===== config.mk =====
export PLATFORM = sky130hd
export DESIGN_NAME = double_ended_queue_core
export DESIGN_NICKNAME = d
export VERILOG_FILES = /design/src/rtl/dq_pkg.sv /design/src/rtl/double_ended_queue_core.sv /design/src/rtl/dq_cell.sv
export SDC_FILE = /design/constraint.sdc
export NUM_CORES = 1
export LEC_CHECK = 0
export ABC_CLOCK_PERIOD_IN_PS = 10640
export BUFFER_PORTS_ARGS = -buffer_cell sky130_fd_sc_hd__buf_2
export CAP_MARGIN = 15
export CORE_UTILIZATION = 40
export DETAILED_ROUTE_END_ITERATION = 12
export HOLD_SLACK_MARGIN = 0.08
export SYNTH_ARGS = -nofsm -noshare
export SYNTH_HDL_FRONTEND = slang
export SYNTH_SLANG_ARGS = --single-unit
export TNS_END_PERCENT = 1

===== constraint.sdc =====
create_clock -name clk -period 10.64 [get_ports clk]
set_input_delay 0 -clock clk [delete_from_list [all_inputs] [get_ports clk]]
set_output_delay 0 -clock clk [all_outputs]
set_load 0.03 [all_outputs]

===== src/rtl/dq_pkg.sv =====
// ----------------------------------------------------------------------------
// dq_pkg: shared types and constants for the double-ended queue
// Command and status codes, beat payloads and the per-cell control word.
// ----------------------------------------------------------------------------
package dq_pkg;

	localparam int DEPTH  = 16;
	localparam int WORD_W = 32;
	localparam int CNT_W  = $clog2(DEPTH + 1);

	typedef logic [WORD_W-1:0] word_t;
	typedef logic [CNT_W-1:0]  cnt_t;

	// command codes; code seven has no meaning and is ignored
	typedef enum logic [2:0] {
		CMD_PUSH_FRONT = 3'd0,
		CMD_PUSH_BACK  = 3'd1,
		CMD_POP_FRONT  = 3'd2,
		CMD_POP_BACK   = 3'd3,
		CMD_PEEK_FRONT = 3'd4,
		CMD_PEEK_BACK  = 3'd5,
		CMD_CLEAR      = 3'd6
	} cmd_t;

	typedef enum logic [1:0] {
		ST_DONE  = 2'd0,
		ST_EMPTY = 2'd1,
		ST_FULL  = 2'd2
	} status_t;

	typedef struct packed {
		logic [2:0] command;
		word_t      data_in;
	} dq_in_t;

	typedef struct packed {
		word_t      data_out;
		logic [1:0] status;
		cnt_t       count;
	} dq_out_t;

	// operation broadcast to every cell of the chain
	typedef enum logic [2:0] {
		OP_HOLD,
		OP_SHIFT_IN,   // push front: every word moves one cell toward the back
		OP_SHIFT_OUT,  // pop front: every word moves one cell toward the front
		OP_LOAD_TAIL,  // push back: first free cell takes the word
		OP_DROP_TAIL,  // pop back: last held cell goes empty
		OP_CLEAR
	} cell_op_t;

	typedef struct packed {
		cell_op_t op;
		word_t    push_word;
	} cell_ctl_t;

endpackage


===== src/rtl/double_ended_queue_core.sv =====
// ----------------------------------------------------------------------------
// double_ended_queue_core: bounded double-ended queue of 32-bit words
// A chain of DEPTH cells with the front word in the first cell.
// ----------------------------------------------------------------------------
// Usage:
//   Input channel (in_valid/in_ready/in_data) carries a command and a word.
//   Output channel (out_valid/out_ready/out_data) returns one beat per input
//   beat: the popped or peeked word, a status and the count after the command.
//   Every command is executed in the cycle it is accepted; all cells shift,
//   load or drop in parallel, so the result beat appears in the cycle after
//   acceptance; while out_ready is high one command is taken every cycle.
//   The back word is picked by a one-hot OR over the cells' tail outputs.
//   The result sits in an output register; a new command is accepted while
//   that register is empty or being drained in the same cycle. When the
//   receiver stalls, the result holds and in_ready drops until it is taken.
//   Reset empties the queue and the output register at once; no sweep.
//   Pop or peek on an empty queue returns zero with status empty, a push on a
//   full queue is dropped with status full, clear empties every cell together.
// ----------------------------------------------------------------------------
module double_ended_queue_core
	import dq_pkg::*;
(
	input  logic    clk,
	input  logic    arst_n,
	input  logic    in_valid,
	output logic    in_ready,
	input  dq_in_t  in_data,
	output logic    out_valid,
	input  logic    out_ready,
	output dq_out_t out_data
);

	word_t      cell_word [DEPTH];
	word_t      cell_tail [DEPTH];
	logic [DEPTH-1:0] cell_occ;

	cell_ctl_t  ctl;
	logic       in_fire;
	logic       empty;
	logic       full;
	word_t      tail_word;
	cnt_t       held_q;
	cnt_t       held_nxt;
	dq_out_t    res;
	dq_out_t    out_q;
	logic       out_valid_q;

	assign in_fire  = in_valid && in_ready;
	assign in_ready = !out_valid_q || out_ready;
	assign empty    = !cell_occ[0];
	assign full     = cell_occ[DEPTH-1];

	// back word: only the tail cell drives nonzero
	always_comb begin
		tail_word = '0;
		for (int i = 0; i < DEPTH; i++) begin
			tail_word = tail_word | cell_tail[i];
		end
	end

	// command decode
	always_comb begin
		ctl.op        = OP_HOLD;
		ctl.push_word = in_data.data_in;
		res.data_out  = '0;
		res.status    = ST_DONE;
		held_nxt      = held_q;
		case (in_data.command)
			CMD_PUSH_FRONT, CMD_PUSH_BACK: begin
				if (full) begin
					res.status = ST_FULL;
				end else begin
					ctl.op   = (in_data.command == CMD_PUSH_FRONT) ? OP_SHIFT_IN
						: OP_LOAD_TAIL;
					held_nxt = held_q + cnt_t'(1);
				end
			end
			CMD_POP_FRONT, CMD_PEEK_FRONT: begin
				if (empty) begin
					res.status = ST_EMPTY;
				end else begin
					res.data_out = cell_word[0];
					if (in_data.command == CMD_POP_FRONT) begin
						ctl.op   = OP_SHIFT_OUT;
						held_nxt = held_q - cnt_t'(1);
					end
				end
			end
			CMD_POP_BACK, CMD_PEEK_BACK: begin
				if (empty) begin
					res.status = ST_EMPTY;
				end else begin
					res.data_out = tail_word;
					if (in_data.command == CMD_POP_BACK) begin
						ctl.op   = OP_DROP_TAIL;
						held_nxt = held_q - cnt_t'(1);
					end
				end
			end
			CMD_CLEAR: begin
				ctl.op   = OP_CLEAR;
				held_nxt = '0;
			end
			default: ;
		endcase
		res.count = held_nxt;
		if (!in_fire) begin
			ctl.op = OP_HOLD;
		end
	end

	// cell chain
	for (genvar i = 0; i < DEPTH; i++) begin : g_cell
		word_t l_word, r_word;
		logic  l_occ, r_occ;
		if (i == 0) begin : g_head
			assign l_word = in_data.data_in;
			assign l_occ  = 1'b1;
		end else begin : g_mid_l
			assign l_word = cell_word[i-1];
			assign l_occ  = cell_occ[i-1];
		end
		if (i == DEPTH - 1) begin : g_end
			assign r_word = '0;
			assign r_occ  = 1'b0;
		end else begin : g_mid_r
			assign r_word = cell_word[i+1];
			assign r_occ  = cell_occ[i+1];
		end
		dq_cell u_cell (
			.clk        (clk),
			.arst_n     (arst_n),
			.ctl        (ctl),
			.left_word  (l_word),
			.left_occ   (l_occ),
			.right_word (r_word),
			.right_occ  (r_occ),
			.word       (cell_word[i]),
			.occ        (cell_occ[i]),
			.tail_word  (cell_tail[i])
		);
	end

	// count and output valid
	always_ff @(posedge clk or negedge arst_n) begin
		if (!arst_n) begin
			held_q      <= '0;
			out_valid_q <= 1'b0;
		end else begin
			if (in_fire) begin
				held_q <= held_nxt;
			end
			if (in_fire) begin
				out_valid_q <= 1'b1;
			end else if (out_ready) begin
				out_valid_q <= 1'b0;
			end
		end
	end

	// result payload
	always_ff @(posedge clk) begin
		if (in_fire) begin
			out_q <= res;
		end
	end

	assign out_valid = out_valid_q;
	assign out_data  = out_q;

	a_count_matches_cells: assert property (@(posedge clk) disable iff (!arst_n)
		$countones(cell_occ) == int'(held_q))
		else $error("held count disagrees with occupied cells");

	a_head_occ: assert property (@(posedge clk) disable iff (!arst_n)
		(held_q == '0) == !cell_occ[0])
		else $error("front cell occupancy disagrees with count");

	a_clear_empties: assert property (@(posedge clk) disable iff (!arst_n)
		(in_fire && in_data.command == CMD_CLEAR) |=> (held_q == '0 && cell_occ == '0))
		else $error("clear left words behind");

	a_result_count: assert property (@(posedge clk) disable iff (!arst_n)
		in_fire |=> (out_valid_q && out_q.count == held_q))
		else $error("result count differs from held count");

	a_full_status: assert property (@(posedge clk) disable iff (!arst_n)
		(in_fire && full && (in_data.command == CMD_PUSH_FRONT
			|| in_data.command == CMD_PUSH_BACK)) |=> $stable(held_q))
		else $error("push on full queue changed the count");

endmodule


===== src/rtl/dq_cell.sv =====
// ----------------------------------------------------------------------------
// dq_cell: one slot of the queue chain
// Holds one word and an occupied flag; moves data to and from its neighbors.
// ----------------------------------------------------------------------------
module dq_cell
	import dq_pkg::*;
(
	input  logic      clk,
	input  logic      arst_n,
	input  cell_ctl_t ctl,
	input  word_t     left_word,
	input  logic      left_occ,
	input  word_t     right_word,
	input  logic      right_occ,
	output word_t     word,
	output logic      occ,
	output word_t     tail_word
);

	word_t word_q;
	logic  occ_q;
	logic  is_tail;
	logic  is_free_head;

	assign is_tail      = occ_q && !right_occ;
	assign is_free_head = !occ_q && left_occ;

	// occupancy flag
	always_ff @(posedge clk or negedge arst_n) begin
		if (!arst_n) begin
			occ_q <= 1'b0;
		end else begin
			case (ctl.op)
				OP_SHIFT_IN:  occ_q <= left_occ;
				OP_SHIFT_OUT: occ_q <= right_occ;
				OP_LOAD_TAIL: if (is_free_head) occ_q <= 1'b1;
				OP_DROP_TAIL: if (is_tail) occ_q <= 1'b0;
				OP_CLEAR:     occ_q <= 1'b0;
				default:      occ_q <= occ_q;
			endcase
		end
	end

	// data word, no reset needed
	always_ff @(posedge clk) begin
		case (ctl.op)
			OP_SHIFT_IN:  word_q <= left_word;
			OP_SHIFT_OUT: word_q <= right_word;
			OP_LOAD_TAIL: if (is_free_head) word_q <= ctl.push_word;
			default:      word_q <= word_q;
		endcase
	end

	assign word      = word_q;
	assign occ       = occ_q;
	assign tail_word = is_tail ? word_q : '0;

endmodule


==> out/qor.csv, run 1 <==
stage,metric,value,unit
run_status,status,"finished, final reports clean",
finish,nets,2589,
clocking,ctsResizeCount,0,
routing,drtPass1Iterations,7,
setup_path,critPathBufInv,3,
power_and_ir_drop,totalPowerFinal,0.00644,W
timing,hold_violations,0,
die,dieArea,72100,um2
finish,syn_to_final_growth,13.5,%
finish,fin_area,32300,um2
clocking,cts_tree,yes,
synth,synth_top_cell_area_share,0.582,
synth,syn-mean-instance-area,11.2,um2
setup_path,worst_path_most_repeated_cell,buf_4,
placement,place_inst,3383,
setup_path,cp_slowest_stage_delay,0.95,ns
grt,antenna_found_initial,0,
setup_path,crit_path_max_fanout,103,
job,drv_cap,0,
setup_path,r2r-start,g_cell[15].u_cell.occ$_DFFE_PN0P_,
setup_path,path_class,reg2reg,
clocking,clk_pin_slew,0.06,ns
synth,ys_top_cells_by_area,"edfxtp_1 (58%), a22oi_1 (18%), nand2_1 (8.7%)",
die,core,70100,um2
die,rows,97,
synth,synth_fp_nets,2588,
timing,finClkSkew,0.0294,ns
clocking,htree_num_levels,2,
power_and_ir_drop,power.leakage,12.0,nW
setup_path,crit_path_end_kind,register,
setup_path,cp_slowest_cell,buf_4,
setup_path,worstPathCellList,nor3b_2 > o2111ai_4 > buf_4 > buf_4 > buf_4 > o21ai_0 > mux2_2,
routing,drtIter0Drc,3225,
finish,drive_above_1_share,0.130,
timing,layout_worst_path_cycle_share,0.438,
synth,yosys_warnings,0,
clocking,clock_path_buffers,3,
min_path,hold_start,out_ready,
power_and_ir_drop,ir_worst_vdd,0.000141,V
die,fp.dieW,269,um
setup_path,worstPathArrival,5.21,ns
clocking,cts_buffers,61,
finish,layout.cells.non_filler,3543,
placement,hpwlAfterDp,52900,um
grt,gr-usage-all-layers,0.272,
clocking,clockRootBuffer,clkbuf_16,
grt,first_global_vias,21700,
timing,setup_viol,0,
setup_path,path_delay_family,buffers and inverters,
timing,fin_crit,4.66,ns
clocking,clkLatencyLatePin,0.66,ns
die,ios,80,
routing,drtAntennaViolNets,0,
setup_path,r2r_slack,5.98,ns
synth,netlist_area,28400,um2
synth,yosys.area.top_type,edfxtp_1,
synth,synth_ff_type,edfxtp_1,
timing,grt_setup_unrepaired,false,
power_and_ir_drop,p_per_area,200,nW/um2
timing,worstMarginPinSlew,1.13,ns
grt,grt_max_degree,205,
timing,slew_violations,0,
routing,num_vias,23400,
grt,grt_pass1_wl,145000,um
routing,drc,0,
clocking,cts.sinks,573,
synth,yosysSeqAreaShare,0.601,
synth,synthArstFlopShare,0.0384,
synth,synth.ff_latch_count,573,
min_path,hold_class,in2reg,
routing,finalWirelength,99700,um
finish,layout_common_cells,"a22oi_1 (667), nand2_1 (659), edfxtp_1 (551)",
die,fp.dieH,269,um
timing,fin_tns_setup,0,ns
clocking,cts_setup_buffers,0,
routing,wl_per_cell,28.1,um
finish,layout_commonest_cell,a22oi_1,
synth,syn_inst,2547,
setup_path,startpoint,g_cell[15].u_cell.occ$_DFFE_PN0P_,
timing,worst_hold_slack,0.133,ns
setup_path,cp-start-kind,register,
timing,maxSlewHeadroom,0.247,
die,initial_core_util,0.405,
synth,synth_edf_count,551,
placement,numPortBuffers,79,
synth,synth.distinct_cells,56,
placement,gp_congestion,0.856,
grt,grt_remaining_overflow,0,
timing,fmax,0.215,GHz
placement,placed_area,29700,um2
routing,avgViaCountPerCell,6.59,
setup_path,critPathRequiredTime,11.19,ns
[synth_stat cells (5+ instances only)]
cell type and n:
nand2_2 20, a21o_1 9, nor2_1 28, o211ai_1 5, o21ai_0 44, buf_1 7
and3b_1 9, mux2_2 45, nand3_1 5, edfxtp_1 551, nor3_1 8, nor2b_1 17
nand4_1 40, inv_1 6, a221oi_1 14, a2bb2oi_1 7, nand2b_1 18, nand2_1 659
buf_2 102, dfrtp_1 22, o31ai_1 24, a21oi_1 58, a22oi_1 667, clkbuf_1 123
[final timing paths]
kind                       depth (start not counted)                             endpoint
max in group asynchronous                          4    g_cell[15].u_cell.occ$_DFFE_PN0P_
hold / removal                                     4                held_q[4]$_DFFE_PN0P_
hold reg to reg                                    2  g_cell[14].u_cell.word[4]$_DFFE_PP_
setup / recovery                                   7    g_cell[10].u_cell.occ$_DFFE_PN0P_
min in group asynchronous                          4     g_cell[1].u_cell.occ$_DFFE_PN0P_
setup reg to reg                                   7    g_cell[10].u_cell.occ$_DFFE_PN0P_
[state kept, by name (all words and copies together) (netlist names)]
| name | cells |
|---|---|
| out_data | 39 |
| held_q | 5 |
| out_valid | 1 |
| g_cell.u_cell.word | 512 |
| g_cell.u_cell.occ | 16 |
[report_power, final]
part | internal (W) | leakage (nW) | switching [W]
Combinational | 0.000434 | 5.61 | 0.000942
Sequential | 0.00264 | 5.31 | 0.000140
Clock | 0.00134 | 1.03 | 0.000939
[repair_timing]
item	CTS	global route
hold endpoints to repair	548	0
hold buffers	41	0
endpoints found under the setup margin	0	0
[logic make-up after synthesis]
kind of cell / share of synthesized area
adders and majority gates: 0.000880
buffers and inverters: 0.0379
AOI/OAI and AO/OA: 0.220
DFF: 0.601
muxes: 0.0182
xor gates and xnor gates: 0.000924
and+or+nand+nor: 0.121
[routing by layer]
metal | share of wire | routed length (um) | up-vias | GRT usage
met3 | 0.12 | 11500 | 253 | 0.0505
met2 | 0.44 | 44200 | 1680 | 0.411
met1 | 0.40 | 40300 | 11600 | 0.390
li1 | - | - | 9849 | -
met4 | 0.037 | 3650 | 0 | 0.0967
met5 | 0 | 0 | - | 0
[worst register-to-register path: cells and delay by family (launching register included)]
family / cells / cell delay (ns)
mux: 1 / 0.32
compound gates: 2 / 0.52
simple gates: 1 / 0.17
buf+inv: 3 / 2.83
flops: 1 / 0.72
[area by class of cell]
cell class                      instances  area (um2)
Clock inverter                         42         512
Tap cell                              940        1180
Sequential cell                       573       17100
Timing Repair Buffer                  176        1260
Inverter                                7        26.3
Antenna cell                            2        5.00
Multi-Input combinational cell       1729       10600
Clock buffer                           74        1610
Fill cell                            6476       37900
[per-stage QoR]
| step | util | setup WS, ns |
|---|---|---|
| floorplan | - | 5.95 |
| global placement | 0.424 | 6.22 |
| detailed placement | 0.424 | 6.13 |
| CTS | 0.460 | 6.13 |
| global route | 0.460 | 5.82 |
| finish | 0.460 | 5.98 |
Power figures use the tool's default switching activity.
==> run 2, diff against run 1 <==
--- a/config.mk
+++ b/config.mk
@@ -5,7 +5,7 @@
 export SDC_FILE = /design/constraint.sdc
 export NUM_CORES = 1
 export LEC_CHECK = 0
-export ABC_CLOCK_PERIOD_IN_PS = 10640
+export ABC_CLOCK_PERIOD_IN_PS = 4700
 export BUFFER_PORTS_ARGS = -buffer_cell sky130_fd_sc_hd__buf_2
 export CAP_MARGIN = 15
 export CORE_UTILIZATION = 40
==> constraint.sdc (replaced) <==
create_clock -name clk -period 4.7 [get_ports clk]
set_input_delay 0 -clock clk [delete_from_list [all_inputs] [get_ports clk]]
set_output_delay 0 -clock clk [all_outputs]
set_load 0.03 [all_outputs]
==> out/qor.csv, run 2 (synthesis gave the netlist of run 1 again) <==
stage,metric,value,unit,change
run_status,status,"finished, final reports clean",,
setup_path,cp_slowest_stage_delay,0.88,ns,-0.07 ns
routing,drtAntennaViolNets,0,,unchanged
timing,setup_ws,1.24,ns,-4.74 ns
die,fp.dieW,269,um,unchanged
finish,fin_area,32500,um2,+0.60%
setup_path,path_delay_family,buffers and inverters,,
timing,layout_worst_path_cycle_share,0.736,,+0.298
setup_path,critPathBufInv,2,,-1
timing,slew_violations,0,,unchanged
clocking,clock_path_buffers,3,,unchanged
clocking,clkLatencyLatePin,0.62,ns,-0.04 ns
timing,maxSlewHeadroom,0.115,,-0.132
clocking,htree_num_levels,3,,+1
setup_path,path_class,reg2reg,,
timing,finClkSkew,0.0246,ns,-0.00484 ns
clocking,cts_tree,yes,,
job,drv_cap,0,,unchanged
die,dieArea,72100,um2,unchanged
finish,layout_common_cells,"a22oi_1 (667), nand2_1 (659), edfxtp_1 (551)",,
clocking,clk_pin_slew,0.06,ns,about the same
setup_path,worstPathCellList,and3b_1 > o2111ai_4 > buf_4 > buf_4 > o21ai_0 > mux2_2,,
power_and_ir_drop,p_per_area,446,nW/um2,+120%
clocking,clockRootBuffer,clkbuf_16,,
grt,grt_max_degree,242,,+18%
finish,drive_above_1_share,0.136,,+0.00539
timing,hold_violations,0,,unchanged
setup_path,critPathRequiredTime,5.20,ns,-5.99 ns
clocking,cts.sinks,573,,unchanged
die,fp.dieH,269,um,unchanged
routing,drtPass1Iterations,6,,-1
grt,antenna_found_initial,1,,+1
grt,first_global_vias,21700,,+0.092%
routing,avgViaCountPerCell,6.50,,-1.4%
routing,wl_per_cell,27.3,um,-2.8%
routing,finalWirelength,97400,um,-2.2%
finish,layout_commonest_cell,a22oi_1,,
setup_path,worstPathArrival,3.95,ns,-1.26 ns
setup_path,crit_path_end_kind,register,,
die,rows,97,,unchanged
routing,drtIter0Drc,3588,,+11%
timing,worstMarginPinSlew,1.32,ns,+0.198 ns
placement,numPortBuffers,79,,unchanged
min_path,hold_class,in2reg,,
finish,nets,2617,,+1.1%
routing,num_vias,23100,,-0.89%
clocking,cts_buffers,67,,+9.8%
timing,grt_setup_unrepaired,false,,
routing,drc,0,,unchanged
power_and_ir_drop,ir_worst_vdd,0.000255,V,+81%
grt,grt_pass1_wl,142000,um,-2.2%
timing,fmax,0.289,GHz,+35%
finish,largest_reg_flops,512,,unchanged
finish,fill_cells,6516,,+0.62%
finish,syn_to_final_growth,14.2,%,
finish,fin_util,0.463,,+0.00277
setup_path,cp-start-kind,register,,
die,core,70100,um2,unchanged
die,initial_core_util,0.405,,unchanged
placement,placed_area,30000,um2,+0.88%
placement,pre_cts_slack,1.36,ns,-4.77 ns
placement,gp_congestion,0.873,,+2.1%
setup_path,cp_slowest_cell,buf_4,,
timing,setup_viol,0,,unchanged
timing,fin_tns_setup,0,ns,unchanged
die,ios,80,,unchanged
grt,grt_remaining_overflow,0,,unchanged
setup_path,worst_path_most_repeated_cell,buf_4,,
timing,fin_crit,3.46,ns,-1.20 ns
grt,gr-usage-all-layers,0.265,,-0.00690
finish,antenna_cells,0,,-2
placement,hpwlAfterDp,56400,um,+6.6%
power_and_ir_drop,power.leakage,12.1,nW,+1.0%
setup_path,crit_path_max_fanout,97,,-5.8%
run 2: cell types whose count changed in the layout (fill, tap and decap cells not counted), moves of 5 or more:
| cell | previous run | this run |
|---|---|---|
| buf_4 | 54 | 69 |
| buf_12 | 3 | 10 |
| clkbuf_16 | 62 | 69 |
| clkbuf_1 | 11 | 16 |
| bufinv_16 | 11 | 4 |
run 2: metrics by stage:
step,instances,power (W),hold WS (ns)
6_report,3563,0.0145,0.176
5_1_grt,3563,0.0149,0.208
2_1_floorplan,2547,0.00809,-0.296
3_3_place_gp,3406,0.00934,0.0353
3_5_place_dp,3406,0.00937,0.0434
4_1_cts,3563,0.0144,0.150
run 2: path summary, 6_finish.rpt:
check                           slack, ns                                 to  depth (start not counted)                             start
worst max-delay path                 1.24  g_cell[10].u_cell.occ$_DFFE_PN0P_                          6  g_cell[0].u_cell.occ$_DFFE_PN0P_
worst min-delay path                 0.18              held_q[4]$_DFFE_PN0P_                          4                         out_ready
worst max register to register       1.24  g_cell[10].u_cell.occ$_DFFE_PN0P_                          6  g_cell[0].u_cell.occ$_DFFE_PN0P_
worst min register to register       0.55              held_q[4]$_DFFE_PN0P_                          2             held_q[4]$_DFFE_PN0P_
max in group asynchronous            4.07  g_cell[15].u_cell.occ$_DFFE_PN0P_                          4                            arst_n
min in group asynchronous            0.45   g_cell[2].u_cell.occ$_DFFE_PN0P_                          4                            arst_n
run 2: report_power, final:
part           internal (W)  switching, W  total [W]
Clock               0.00292       0.00216    0.00507
Sequential          0.00598      0.000311    0.00629
Combinational       0.00102       0.00210    0.00311
run 2: final cells by class:
| cell class | instances | area [um2] | share of cell area |
|---|---|---|---|
| clock inverter | 31 | 278 | 0.00856 |
| clock buffer | 85 | 1790 | 0.0550 |
| multi-input combinational | 1729 | 10600 | 0.326 |
| inverter | 7 | 26.3 | 0.000810 |
| tap | 940 | 1180 | 0.0362 |
| sequential | 573 | 17100 | 0.527 |
| timing repair buffer | 198 | 1510 | 0.0466 |
run 2: per-layer routing:
metal	wire (um)	vias up	GRT usage
li1	-	9914	-
met1	39700	11400	0.376
met2	43000	1583	0.401
met3	11000	248	0.0532
met4	3740	0	0.0980
met5	0	-	0
run 2: worst min-delay path, stage by stage:
cell	delay, ns
buf_2	0.08
nand2b_1	0.29
and3_1	0.29
a21oi_1	0.08
run 2: repair_timing:
item                                   CTS  global route
endpoints found under the hold margin  543             0
buffers inserted                         0             0
gates resized for setup                  0             0
hold buffers                            41             0
